--- src/uart_dollar_line_framer_macros.svh ---
// ---------------------------------------------------------------------------
// uart dollar line framer assertion macros
// shared concurrent assertion forms, clocked on clk and held off in reset
// ---------------------------------------------------------------------------
`ifndef UART_DOLLAR_LINE_FRAMER_MACROS_SVH
`define UART_DOLLAR_LINE_FRAMER_MACROS_SVH

// same-cycle implication
`define UDLF_ASSERT_NOW(label, ante, cons, msg) \
    label: assert property (@(posedge clk) disable iff (!rst_n) (ante) |-> (cons)) \
        else $error(msg);

// next-cycle implication
`define UDLF_ASSERT_NEXT(label, ante, cons, msg) \
    label: assert property (@(posedge clk) disable iff (!rst_n) (ante) |=> (cons)) \
        else $error(msg);

`endif

--- src/udlf_pkg.sv ---
// ---------------------------------------------------------------------------
// udlf_pkg
// request codes, character constants and beat structs of the line framer
// ---------------------------------------------------------------------------
package udlf_pkg;

    localparam int HOST_INDEX_W  = 6;
    localparam int LINE_LENGTH_W = 7;

    localparam logic [7:0] CHAR_CR     = 8'h0d;
    localparam logic [7:0] CHAR_DOLLAR = 8'h24;

    typedef enum logic [1:0] {
        REQ_RX  = 2'd0,
        REQ_TX  = 2'd1,
        REQ_HWR = 2'd2,
        REQ_HRD = 2'd3
    } req_t;

    typedef struct packed {
        req_t                    req_type;
        logic [7:0]              rx_byte;
        logic [HOST_INDEX_W-1:0] host_index;
        logic [7:0]              host_data;
    } item_t;

    // item held in the execute stage, with the host index range check done
    typedef struct packed {
        item_t item;
        logic  host_ok;
    } stage_t;

    typedef struct packed {
        logic                     tx_valid;
        logic [7:0]               tx_byte;
        logic [7:0]               read_data;
        logic                     message_ready;
        logic [LINE_LENGTH_W-1:0] line_length;
        logic                     receive_enabled;
        logic                     end_wait;
    } result_t;

endpackage

--- src/udlf_line_ram.sv ---
// ---------------------------------------------------------------------------
// udlf_line_ram
// line buffer, one write port and one read port with registered read data
// ---------------------------------------------------------------------------
module udlf_line_ram #(
    parameter int LINE_DEPTH = 64
) (
    input  logic                          clk,
    input  logic                          wr_en,
    input  logic [$clog2(LINE_DEPTH)-1:0] wr_addr,
    input  logic [7:0]                    wr_data,
    input  logic                          rd_en,
    input  logic [$clog2(LINE_DEPTH)-1:0] rd_addr,
    output logic [7:0]                    rd_data
);

    logic [7:0] mem [LINE_DEPTH];
    logic [7:0] rd_data_reg;

    always_ff @(posedge clk)
    begin
        if (wr_en)
        begin
            mem[wr_addr] <= wr_data;
        end
        if (rd_en)
        begin
            rd_data_reg <= mem[rd_addr];
        end
    end

    assign rd_data = rd_data_reg;

endmodule

--- src/udlf_exec.sv ---
// ---------------------------------------------------------------------------
// udlf_exec
// framer state registers and per-beat update, driven by buffer read data
// ---------------------------------------------------------------------------
`include "uart_dollar_line_framer_macros.svh"

module udlf_exec #(
    parameter int LINE_DEPTH = 64
) (
    input  logic                          clk,
    input  logic                          rst_n,
    input  logic                          fire,
    input  udlf_pkg::stage_t              stage,
    input  logic [7:0]                    rd_data,
    output logic [$clog2(LINE_DEPTH)-1:0] tx_index_next,
    output logic                          wr_en,
    output logic [$clog2(LINE_DEPTH)-1:0] wr_addr,
    output logic [7:0]                    wr_data,
    output udlf_pkg::result_t             result
);

    localparam int AW = $clog2(LINE_DEPTH);
    localparam int CW = $clog2(LINE_DEPTH + 1);

    logic [CW-1:0] rx_count_reg;
    logic [CW-1:0] rx_count_next;
    logic [AW-1:0] tx_index_reg;
    logic          end_wait_reg;
    logic          end_wait_next;
    logic          ready_reg;
    logic          ready_next;
    logic          rx_en_reg;
    logic          rx_en_next;
    logic [CW-1:0] base_cnt;
    logic [7:0]    rx_b;
    logic [7:0]    rd_out;
    logic          tx_valid;
    logic [7:0]    tx_byte;

    assign rx_b = stage.item.rx_byte;

    always_comb
    begin
        rx_count_next = rx_count_reg;
        tx_index_next = tx_index_reg;
        end_wait_next = end_wait_reg;
        ready_next    = ready_reg;
        rx_en_next    = rx_en_reg;
        base_cnt      = (rx_b == udlf_pkg::CHAR_DOLLAR) ? '0 : rx_count_reg;
        wr_en         = 1'b0;
        wr_addr       = base_cnt[AW-1:0];
        wr_data       = rx_b;
        rd_out        = 8'd0;
        tx_valid      = 1'b0;
        tx_byte       = 8'd0;
        if (fire)
        begin
            case (stage.item.req_type)
                udlf_pkg::REQ_RX:
                begin
                    if (rx_en_reg)
                    begin
                        if (end_wait_reg)
                        begin
                            if (rx_b == udlf_pkg::CHAR_CR)
                            begin
                                end_wait_next = 1'b0;
                                rx_count_next = '0;
                                tx_index_next = '0;
                            end
                        end
                        else if (!(rx_count_reg == '0 && rx_b != udlf_pkg::CHAR_DOLLAR))
                        begin
                            if (base_cnt >= CW'(LINE_DEPTH))
                            begin
                                // full line: drop the byte and start over
                                rx_count_next = '0;
                            end
                            else if (rx_b != udlf_pkg::CHAR_CR)
                            begin
                                wr_en         = 1'b1;
                                rx_count_next = CW'(base_cnt + 1'b1);
                            end
                            else
                            begin
                                ready_next = 1'b1;
                                rx_en_next = 1'b0;
                            end
                        end
                    end
                end
                udlf_pkg::REQ_TX:
                begin
                    tx_valid = 1'b1;
                    tx_byte  = rd_data;
                    if (rd_data == udlf_pkg::CHAR_CR)
                    begin
                        rx_en_next    = 1'b1;
                        ready_next    = 1'b0;
                        end_wait_next = 1'b1;
                    end
                    tx_index_next = (tx_index_reg == AW'(LINE_DEPTH - 1)) ? '0
                                  : AW'(tx_index_reg + 1'b1);
                end
                udlf_pkg::REQ_HWR:
                begin
                    if (stage.host_ok)
                    begin
                        wr_en   = 1'b1;
                        wr_addr = AW'(stage.item.host_index);
                        wr_data = stage.item.host_data;
                    end
                end
                udlf_pkg::REQ_HRD:
                begin
                    if (stage.host_ok)
                    begin
                        rd_out = rd_data;
                    end
                end
                default:
                begin
                    rd_out = 8'd0;
                end
            endcase
        end
    end

    always_ff @(posedge clk or negedge rst_n)
    begin
        if (!rst_n)
        begin
            rx_count_reg <= '0;
            tx_index_reg <= '0;
            end_wait_reg <= 1'b0;
            ready_reg    <= 1'b0;
            rx_en_reg    <= 1'b1;
        end
        else
        begin
            rx_count_reg <= rx_count_next;
            tx_index_reg <= tx_index_next;
            end_wait_reg <= end_wait_next;
            ready_reg    <= ready_next;
            rx_en_reg    <= rx_en_next;
        end
    end

    always_comb
    begin
        result.tx_valid        = tx_valid;
        result.tx_byte         = tx_byte;
        result.read_data       = rd_out;
        result.message_ready   = ready_next;
        result.line_length     = udlf_pkg::LINE_LENGTH_W'(rx_count_next);
        result.receive_enabled = rx_en_next;
        result.end_wait        = end_wait_next;
    end

    `UDLF_ASSERT_NOW(a_ready_blocks_rx, ready_reg, !rx_en_reg, "message ready with receive on")
    `UDLF_ASSERT_NOW(a_end_wait_rx_on, end_wait_reg, rx_en_reg, "end wait with receive off")
    `UDLF_ASSERT_NOW(a_count_range, 1'b1, rx_count_reg <= CW'(LINE_DEPTH), "line count overrun")

endmodule

--- src/uart_dollar_line_framer.sv ---
// ---------------------------------------------------------------------------
// uart_dollar_line_framer
// dollar-framed line receiver and replier over one shared line buffer
// ---------------------------------------------------------------------------
// order: a taken beat passes the buffer read register, then the update into
//   the output register, before its result beat is offered
// throughput: one beat per cycle unless the output is stalled, set by the single
//   buffer read port; the buffer read is launched as the beat is taken, a
//   write-to-read forward register covers a read of the entry written in that same cycle
// reset: counters and flags clear, receive enabled; buffer contents stay
//   undefined until written, no clearing pass
`include "uart_dollar_line_framer_macros.svh"

module uart_dollar_line_framer #(
    parameter int LINE_DEPTH = 64
) (
    input  logic       clk,
    input  logic       rst_n,
    input  logic       in_valid,
    output logic       in_ready,
    input  logic [1:0] req_type,
    input  logic [7:0] rx_byte,
    input  logic [5:0] host_index,
    input  logic [7:0] host_data,
    output logic       out_valid,
    input  logic       out_ready,
    output logic       tx_valid,
    output logic [7:0] tx_byte,
    output logic [7:0] read_data,
    output logic       message_ready,
    output logic [6:0] line_length,
    output logic       receive_enabled,
    output logic       end_wait
);

    localparam int AW = $clog2(LINE_DEPTH);

    // execute stage: the beat whose buffer read is in flight
    logic                s1_valid_reg;
    logic                s1_valid_next;
    udlf_pkg::stage_t    s1_stage_reg;
    udlf_pkg::stage_t    in_stage;
    logic                s1_is_tx;

    // forward of a write that hit the address read in the same cycle
    logic                fwd_hit_reg;
    logic [7:0]          fwd_data_reg;
    logic                fwd_hit_now;

    // output register
    logic                out_valid_reg;
    udlf_pkg::result_t   out_result_reg;

    logic                accept;
    logic                exec_fire;
    logic [AW-1:0]       rd_addr;
    logic [AW-1:0]       tx_index_next;
    logic [7:0]          mem_q;
    logic [7:0]          exec_rd_data;
    logic                wr_en;
    logic [AW-1:0]       wr_addr;
    logic [7:0]          wr_data;
    udlf_pkg::result_t   exec_result;

    // a held beat executes once the output register is free or draining
    assign exec_fire = s1_valid_reg && (!out_valid_reg || out_ready);
    assign in_ready  = !s1_valid_reg || exec_fire;
    assign accept    = in_valid && in_ready;

    always_comb
    begin
        in_stage.item.req_type   = udlf_pkg::req_t'(req_type);
        in_stage.item.rx_byte    = rx_byte;
        in_stage.item.host_index = host_index;
        in_stage.item.host_data  = host_data;
        in_stage.host_ok         = int'(host_index) < LINE_DEPTH;
    end

    // transmit reads follow the index as left by the beat now executing
    assign rd_addr = (udlf_pkg::req_t'(req_type) == udlf_pkg::REQ_TX) ? tx_index_next
                   : AW'(host_index);

    assign fwd_hit_now  = wr_en && (wr_addr == rd_addr);
    assign exec_rd_data = fwd_hit_reg ? fwd_data_reg : mem_q;
    assign s1_is_tx     = s1_stage_reg.item.req_type == udlf_pkg::REQ_TX;

    udlf_line_ram #(
        .LINE_DEPTH (LINE_DEPTH)
    ) u_line_ram (
        .clk     (clk),
        .wr_en   (wr_en),
        .wr_addr (wr_addr),
        .wr_data (wr_data),
        .rd_en   (accept),
        .rd_addr (rd_addr),
        .rd_data (mem_q)
    );

    udlf_exec #(
        .LINE_DEPTH (LINE_DEPTH)
    ) u_exec (
        .clk           (clk),
        .rst_n         (rst_n),
        .fire          (exec_fire),
        .stage         (s1_stage_reg),
        .rd_data       (exec_rd_data),
        .tx_index_next (tx_index_next),
        .wr_en         (wr_en),
        .wr_addr       (wr_addr),
        .wr_data       (wr_data),
        .result        (exec_result)
    );

    always_comb
    begin
        if (accept)
        begin
            s1_valid_next = 1'b1;
        end
        else if (exec_fire)
        begin
            s1_valid_next = 1'b0;
        end
        else
        begin
            s1_valid_next = s1_valid_reg;
        end
    end

    always_ff @(posedge clk or negedge rst_n)
    begin
        if (!rst_n)
        begin
            s1_valid_reg  <= 1'b0;
            fwd_hit_reg   <= 1'b0;
            out_valid_reg <= 1'b0;
        end
        else
        begin
            s1_valid_reg <= s1_valid_next;
            if (accept)
            begin
                fwd_hit_reg <= fwd_hit_now;
            end
            if (exec_fire)
            begin
                out_valid_reg <= 1'b1;
            end
            else if (out_ready)
            begin
                out_valid_reg <= 1'b0;
            end
        end
    end

    // payload registers
    always_ff @(posedge clk)
    begin
        if (accept)
        begin
            s1_stage_reg <= in_stage;
            fwd_data_reg <= wr_data;
        end
        if (exec_fire)
        begin
            out_result_reg <= exec_result;
        end
    end

    assign out_valid       = out_valid_reg;
    assign tx_valid        = out_result_reg.tx_valid;
    assign tx_byte         = out_result_reg.tx_byte;
    assign read_data       = out_result_reg.read_data;
    assign message_ready   = out_result_reg.message_ready;
    assign line_length     = out_result_reg.line_length;
    assign receive_enabled = out_result_reg.receive_enabled;
    assign end_wait        = out_result_reg.end_wait;

    `UDLF_ASSERT_NEXT(a_fire_delivers, exec_fire, out_valid_reg, "executed beat not offered")
    `UDLF_ASSERT_NEXT(a_fwd_capture, accept && fwd_hit_now, fwd_hit_reg, "write forward missed")
    `UDLF_ASSERT_NEXT(a_tx_result, exec_fire && s1_is_tx, out_result_reg.tx_valid, "tx beat lost")

endmodule

--- config.mk ---
export PLATFORM = sky130hd
export DESIGN_NAME = uart_dollar_line_framer
export DESIGN_NICKNAME = d
export VERILOG_FILES = /design/src/udlf_pkg.sv /design/src/udlf_line_ram.sv /design/src/udlf_exec.sv /design/src/uart_dollar_line_framer.sv
export VERILOG_INCLUDE_DIRS = /design/src /design/src/src
export SDC_FILE = /design/constraint.sdc
export NUM_CORES = 1
export LEC_CHECK = 0
export BUFFER_PORTS_ARGS = -buffer_cell sky130_fd_sc_hd__buf_2
export CORE_MARGIN = 1.5
export CORE_UTILIZATION = 30
export CTS_CLUSTER_SIZE = 14
export DETAILED_ROUTE_END_ITERATION = 10
export GPL_ROUTABILITY_DRIVEN = 0
export HOLD_SLACK_MARGIN = 0.1
export SETUP_SLACK_MARGIN = 0.2
export SLEW_MARGIN = 20
export SYNTH_ARGS = -nofsm -noshare
export SYNTH_HDL_FRONTEND = slang
export SYNTH_HIERARCHICAL = 1
export SYNTH_SLANG_ARGS = --single-unit
--- constraint.sdc ---
create_clock -name clk -period 7.1 [get_ports clk]
set_input_delay 1.775 -clock clk [delete_from_list [all_inputs] [get_ports clk]]
set_output_delay 1.775 -clock clk [all_outputs]
set_load 0.01 [all_outputs]
## Word-level counts from Yosys, hierarchy flattened

Memories as Yosys holds them, arrays and structs flattened. A register that Yosys moved wholly into a read port is not among the register bits.
Cells that the tools add are included.

| storage, ports and cells | value |
|---|---|
| logic and storage cells | 103 |
| bits in registers | 78 |
| output and inout port bits | 29 |
| bits in latches | 0 |
| bits of input ports | 28 |
| memory bits (writable) | 512 |
| bits in read-only memories | 0 |
| memories kept | 1 |

Memories:

| name | depth | bits a word | read ports | clocked after memory_dff | write ports | line | source |
|---|---|---|---|---|---|---|---|
| u_line_ram.mem | 64 | 8 | 1 | 1 | 1 | udlf_line_ram.sv:17 | `logic [7:0] mem [LINE_DEPTH];` |

| cells by class | value |
|---|---|
| $lt $le $gt $ge | 1 |
| multiply operators | 0 |
| divide/modulo/power cells | 0 |
| reduce and logical (&&, ||, !) cells | 12 |
| bitwise logic cells | 0 |
| shift operators | 0 |
| add/sub/neg operators | 2 |
| equality and inequality tests | 11 |
| mux-type cells | 56 |

Operators by type and width:

| cell | number |
|---|---|
| two-way mux 7 bit | 9 |
| two-way mux 6 bit | 8 |
| two-way mux 1 bit | 31 |
| two-way mux 8 bit | 3 |
| equality test 8 x 4 -> 1 bit, second input constant | 2 |
| case mux 6 bit (2 select lines) | 1 |
| equality test 8 x 6 -> 1 bit, second input constant | 1 |
| != test 8 x 4 -> 1 bit, second input constant | 1 |
| != test 8 x 6 -> 1 bit, second input constant | 1 |
| case mux 1 bit (2 select lines) | 4 |
| adder 7 x 1 -> 7 bit, second input constant | 1 |
| greater-or-equal comparator 7 bit, second input constant | 1 |
| logical NOT 7 bit | 1 |
| adder 6 x 1 -> 6 bit, second input constant | 1 |
| equality test 6 bit | 1 |
| equality test 6 bit, second input constant | 1 |
| equality test 2 x 1 -> 1 bit, second input constant | 2 |
| equality test 2 bit, second input constant | 2 |
| logical AND 1 bit | 4 |
| nonzero test 2 bit | 2 |
| logical NOT 1 bit | 2 |
| logical NOT 2 bit | 1 |
| logical OR 1 bit | 2 |

## Depth between registers and ports, before layout

| depth | value |
|---|---|
| depth after elaboration | 11 |
| mapped depth | 17 |
| mapped depth without buffers | 13 |

## Modules after synthesis

The synthesis kept the hierarchy.

Modules (own cells, without submodules):

| module | cells an instance | times used | sequential area each (um^2) | area an instance (um^2) |
|---|---|---|---|---|
| udlf_line_ram | 940 | 1 | 15615.0 | 20246.9 |
| uart_dollar_line_framer | 111 | 1 | 1846.8 | 2248.4 |
| udlf_exec | 161 | 1 | 401.6 | 1321.3 |

## Worst setup path before layout

No wires, ideal clock.

| timing | value |
|---|---|
| path type | input to register |
| start point | input out_ready |
| end point | memory u_line_ram.mem[49][0], enable pin |
| required time | 6.717 ns |
| path buffers | 1 |
| cell stages on the path | 10 |
| arrival time | 5.022 ns |
| setup time | 0.383 ns |
| slack | 1.694 ns |
| cells stage by stage | nand2b_1 -> and2_1 -> nand2b_1 -> nor2_1 -> clkbuf_1 -> nand2_1 -> o21ai_0 -> nor2b_1 -> nand4_1 -> nor3_1 |

| between the ends | value |
|---|---|
| elaborated cells between the ends (all ways) | 6 |
| those cells by class | mux (4); reduce/logical (2) |

RTL lines:

| element | line | source |
|---|---|---|
| from (decl) | uart_dollar_line_framer.sv:26 | `input logic out_ready,` |
| logical OR 1 bit | uart_dollar_line_framer.sv:66 | `assign exec_fire = s1_valid_reg && (!out_valid_reg \|\| out_ready);` |
| logical AND 1 bit | uart_dollar_line_framer.sv:66 |  |
| net exec_fire | uart_dollar_line_framer.sv:55 | `logic exec_fire;` |
| two-way mux 6 bit | udlf_exec.sv:56 | `if (fire)` |
| net wr_addr[5] | uart_dollar_line_framer.sv:61 | `logic [AW-1:0] wr_addr;` |
| to (decl) | udlf_line_ram.sv:17 |  |

The timed path passes the listed nets, and every way through them passes these cells.

## Worst setup path after layout

| timing | value |
|---|---|
| start point | input out_ready |
| end point | register u_line_ram.rd_data_reg[6], in the netlist u_line_ram/rd_data[6], read port of u_line_ram.mem (data pin) |

| between the ends | value |
|---|---|
| longest elaborated chain between the ends | 4 |
| elaborated cells between the ends (all ways) | 6 |
| those cells by class | mux (2); reduce/logical (4) |

Ends and longest elaborated chain:

| element | line | source |
|---|---|---|
| logical OR 1 bit | uart_dollar_line_framer.sv:66 |  |
| logical AND 1 bit | uart_dollar_line_framer.sv:66 |  |
| net exec_fire | uart_dollar_line_framer.sv:55 |  |
| two-way mux 6 bit | udlf_exec.sv:56 |  |
| net tx_index_next[0] | uart_dollar_line_framer.sv:57 | `logic [AW-1:0] tx_index_next;` |
| two-way mux 6 bit | uart_dollar_line_framer.sv:80 | `assign rd_addr = (udlf_pkg::req_t'(req_type) == udlf_pkg::REQ_TX) ? tx_index_next` |
| net rd_addr[0] | uart_dollar_line_framer.sv:56 | `logic [AW-1:0] rd_addr;` |
| to (decl) | udlf_line_ram.sv:18 | `logic [7:0] rd_data_reg;` |

The timed path passes the listed nets, and every way through them passes these cells.
A chain may end at the register's enable or synchronous reset.

==> metrics <==
initial core utilization=0.302; maximum clock frequency=0.173 GHz; I/O Pins=57; Post-synth EDFFs=579; Leakage=0.00855 µW; drt pass-1 iters=5; Clk pin slew, worst setup/hold paths=0.06 ns; post-synthesis sequential area ratio=0.750; total vias in the final route=roughly 12000; share of cells above drive strength 1=0.254; slowest CP cell=o21ai_4; #FFs+latches synth=598; Max-cap violations=0; # diodes=0; outcome=finished, final reports clean; Final Power=7730 µW; worst skew pair latency=0.62 ns; post-route setup slack=1.33 ns; wirelength, routed=54100 µm; Slew headroom=0.263; top area cells in the synthesized netlist=edfxtp_1, mux4_2, dfrtp_1, mux2_2, nor2_1; vias in the first global route=between 10000 and 15000; CP bufs+invs=4; post-synth top area cell=edfxtp_1; Final Hold Fails=0; first-pass GRT wire length=80300 µm; CTS root buf=clkbuf_16; WP data arrival=6.11 ns; post-route clock period utilization=0.812; DR iter-0 viols=1032; number of port buffers=56; max FFs per register=between 500 and 600; Core Region=0.0787 mm²; HPWL Detailed=~33000 µm; postcts setup bufs=0; number of library cell types mapped by synthesis=64; CTS tree=done; area share of the largest cell type after synthesis=0.730; Die Span Y=285 µm; syn avg cell area=19.7 µm²; measured slew at the worst slew-check pin=roughly 1.1 ns; Die Area=0.0811 mm²; Final Max Slew Viols=0; VDD IR max=0.193 mV; vias per inst=5.00; Setup WS pre-CTS=0.684 ns; Synth Net Count=1242; CP Capture Type=flip-flop; clock buffer depth=3; nets=~1300; Filler cells=between 7000 and 8000; Critical Path RT=7.45 ns; slowest stage delay, CP=just under 0.8 ns; top-count cell post-synth=edfxtp_1; endpoints failing setup=0; critical path launch point type=primary input; Gate Count Post-Synth=1212; Yosys warning total=6; Area Overhead vs Synth=14.4%; initial antenna violation count=1; Chip Width=285 µm; Crit Path Class=primary input to flip-flop; cts repair resizes=0; drt drc=0; synth cell count leaders=edfxtp_1, mux4_2, nor2_1, nand2_1, mux2_2; GRT Util Overall=0.133; Setup Skew=roughly 0.016 ns; Placement Rows=103; Antenna Violating Nets Remaining=0; critical path, cell by cell=buf_2 -> nand2b_1 -> and2_1 -> nor2b_1 -> o21ai_0 -> nand2_1 -> o21ai_0 -> inv_1 -> o21ai_4 -> buf_4 -> buf_12 -> mux4_2 -> mux4_2 -> nor2_1 -> o32ai_1; post-DR wirelength/cell=22.6 µm; crit-path max FO=33; Hold Slack=between 0.5 and 0.6 ns; htree depth=2; CTS sink cnt=between 500 and 600; HP Class=flip-flop to flip-flop; GRT overflow=0; Tmin final=5.77 ns; cts hold-fix bufs=0; unrepaired setup endpoints after global routing=false; Power Dens Cells=284 mW/mm²; Sum Neg Setup Slack=0 ns; Async SR Flop Fraction=0.0318; pin count of the biggest net entering global routing=66; Mapped Area=0.0238 mm²; CP top delay family=compound AO/OA/AOI/OAI gates; TritonCTS buffer count=61; Synth Flop Type=edfxtp_1
layer usage:
metal	global-route usage	vias to the layer above	wire length, µm
met2	0.212	421	25700
met5	0	-	11
li1	-	5137	-
met4	0.0513	2	1800
met3	0.0263	102	3490
met1	0.179	6317	23100
kinds of logic after synthesis:
family | Yosys count | synth area share
flip-flops | 598 | 0.750
adder cells (fa/ha/maj) | 2 | 0.00105
XOR/XNOR | 6 | 0.00221
multiplexers | 184 | 0.145
buffers and inverters | 73 | 0.0180
AND/OR/NAND/NOR | 249 | 0.0506
AO/OA/AOI/OAI | 99 | 0.0324
other | 1 | 0.000157
worst paths after layout:
kind	startpoint	slack [ns]	depth (start not counted)	to
worst min register to register	s1_valid_reg	0.50	1	out_valid
max in group asynchronous	rst_n	5.65	1	u_exec/rx_en_reg
worst min-delay path	s1_valid_reg	0.50	1	out_valid
min in group asynchronous	rst_n	1.10	1	u_exec/rx_count_reg[5]
worst max-delay path	out_ready	1.33	15	u_line_ram/rd_data[6]
worst max register to register	u_exec/tx_index_reg[0]	2.13	13	u_line_ram/rd_data[6]
through the flow:
step	util	area, µm²	cells
2_1_floorplan	-	23800	1212
6_report	0.346	27200	2398
3_3_place_gp	0.322	25400	2290
5_1_grt	0.346	27200	2398
3_5_place_dp	0.322	25400	2290
4_1_cts	0.346	27200	2398
where the power goes:
group	leakage, µW	total (µW)	switching, µW	internal (µW)
Clock	0.000915	3040	1280	1760
Combinational	0.00214	720	427	293
Sequential	0.00550	3960	26.0	3940
Total	0.00855	7730	1730	5990
worst reg2reg max path, stage by stage (launching register included):
cell and delay, ns:
dfrtp_1 0.42, ha_1 0.26, and3_1 0.22, a31oi_1 0.23, nand2_1 0.11, o21ai_0 0.44, inv_1 0.21, o21ai_4 0.79
buf_4 0.32, buf_12 0.26, mux4_2 0.60, mux4_2 0.48, nor2_1 0.25, o32ai_1 0.14
final cells by class:
cell class	count	area, µm²	share of cell area
inverter	10	37.5	0.00138
tap	1050	1310	0.0482
multi-input combinational	541	5550	0.204
sequential	598	17900	0.656
timing repair buffer	91	593	0.0218
clock inverter	28	272	0.00997
clock buffer	80	1610	0.0590
placed cells by master, fill, tap and decap left out, types with 5 or more instances in the layout:
| cell | Yosys | final |
|---|---|---|
| inv_1 | 10 | 9 |
| nor2b_1 | 15 | 15 |
| buf_2 | 11 | 56 |
| mux2i_1 | 24 | 24 |
| nand3b_1 | 5 | 5 |
| buf_4 | 17 | 31 |
| nor4_1 | 5 | 5 |
| clkbuf_1 | 23 | 18 |
| and3_1 | 12 | 12 |
| nor3_1 | 12 | 12 |
| o221ai_1 | 8 | 8 |
| nor2_1 | 92 | 92 |
| a22o_1 | 5 | 5 |
| and2_1 | 13 | 13 |
| bufinv_16 | 0 | 5 |
| mux4_2 | 126 | 126 |
| o21ai_0 | 14 | 12 |
| clkinv_1 | 0 | 12 |
| mux2_2 | 33 | 32 |
| nand2_1 | 47 | 47 |
| nand3_1 | 18 | 18 |
| dfrtp_1 | 18 | 18 |
| o22ai_1 | 9 | 9 |
| edfxtp_1 | 579 | 579 |
| clkbuf_16 | 0 | 61 |
| nand2b_1 | 13 | 13 |
| a221oi_1 | 7 | 7 |
| a21oi_1 | 6 | 6 |
| clkinv_2 | 0 | 7 |
Note: power is estimated with default switching activity, not from simulation.
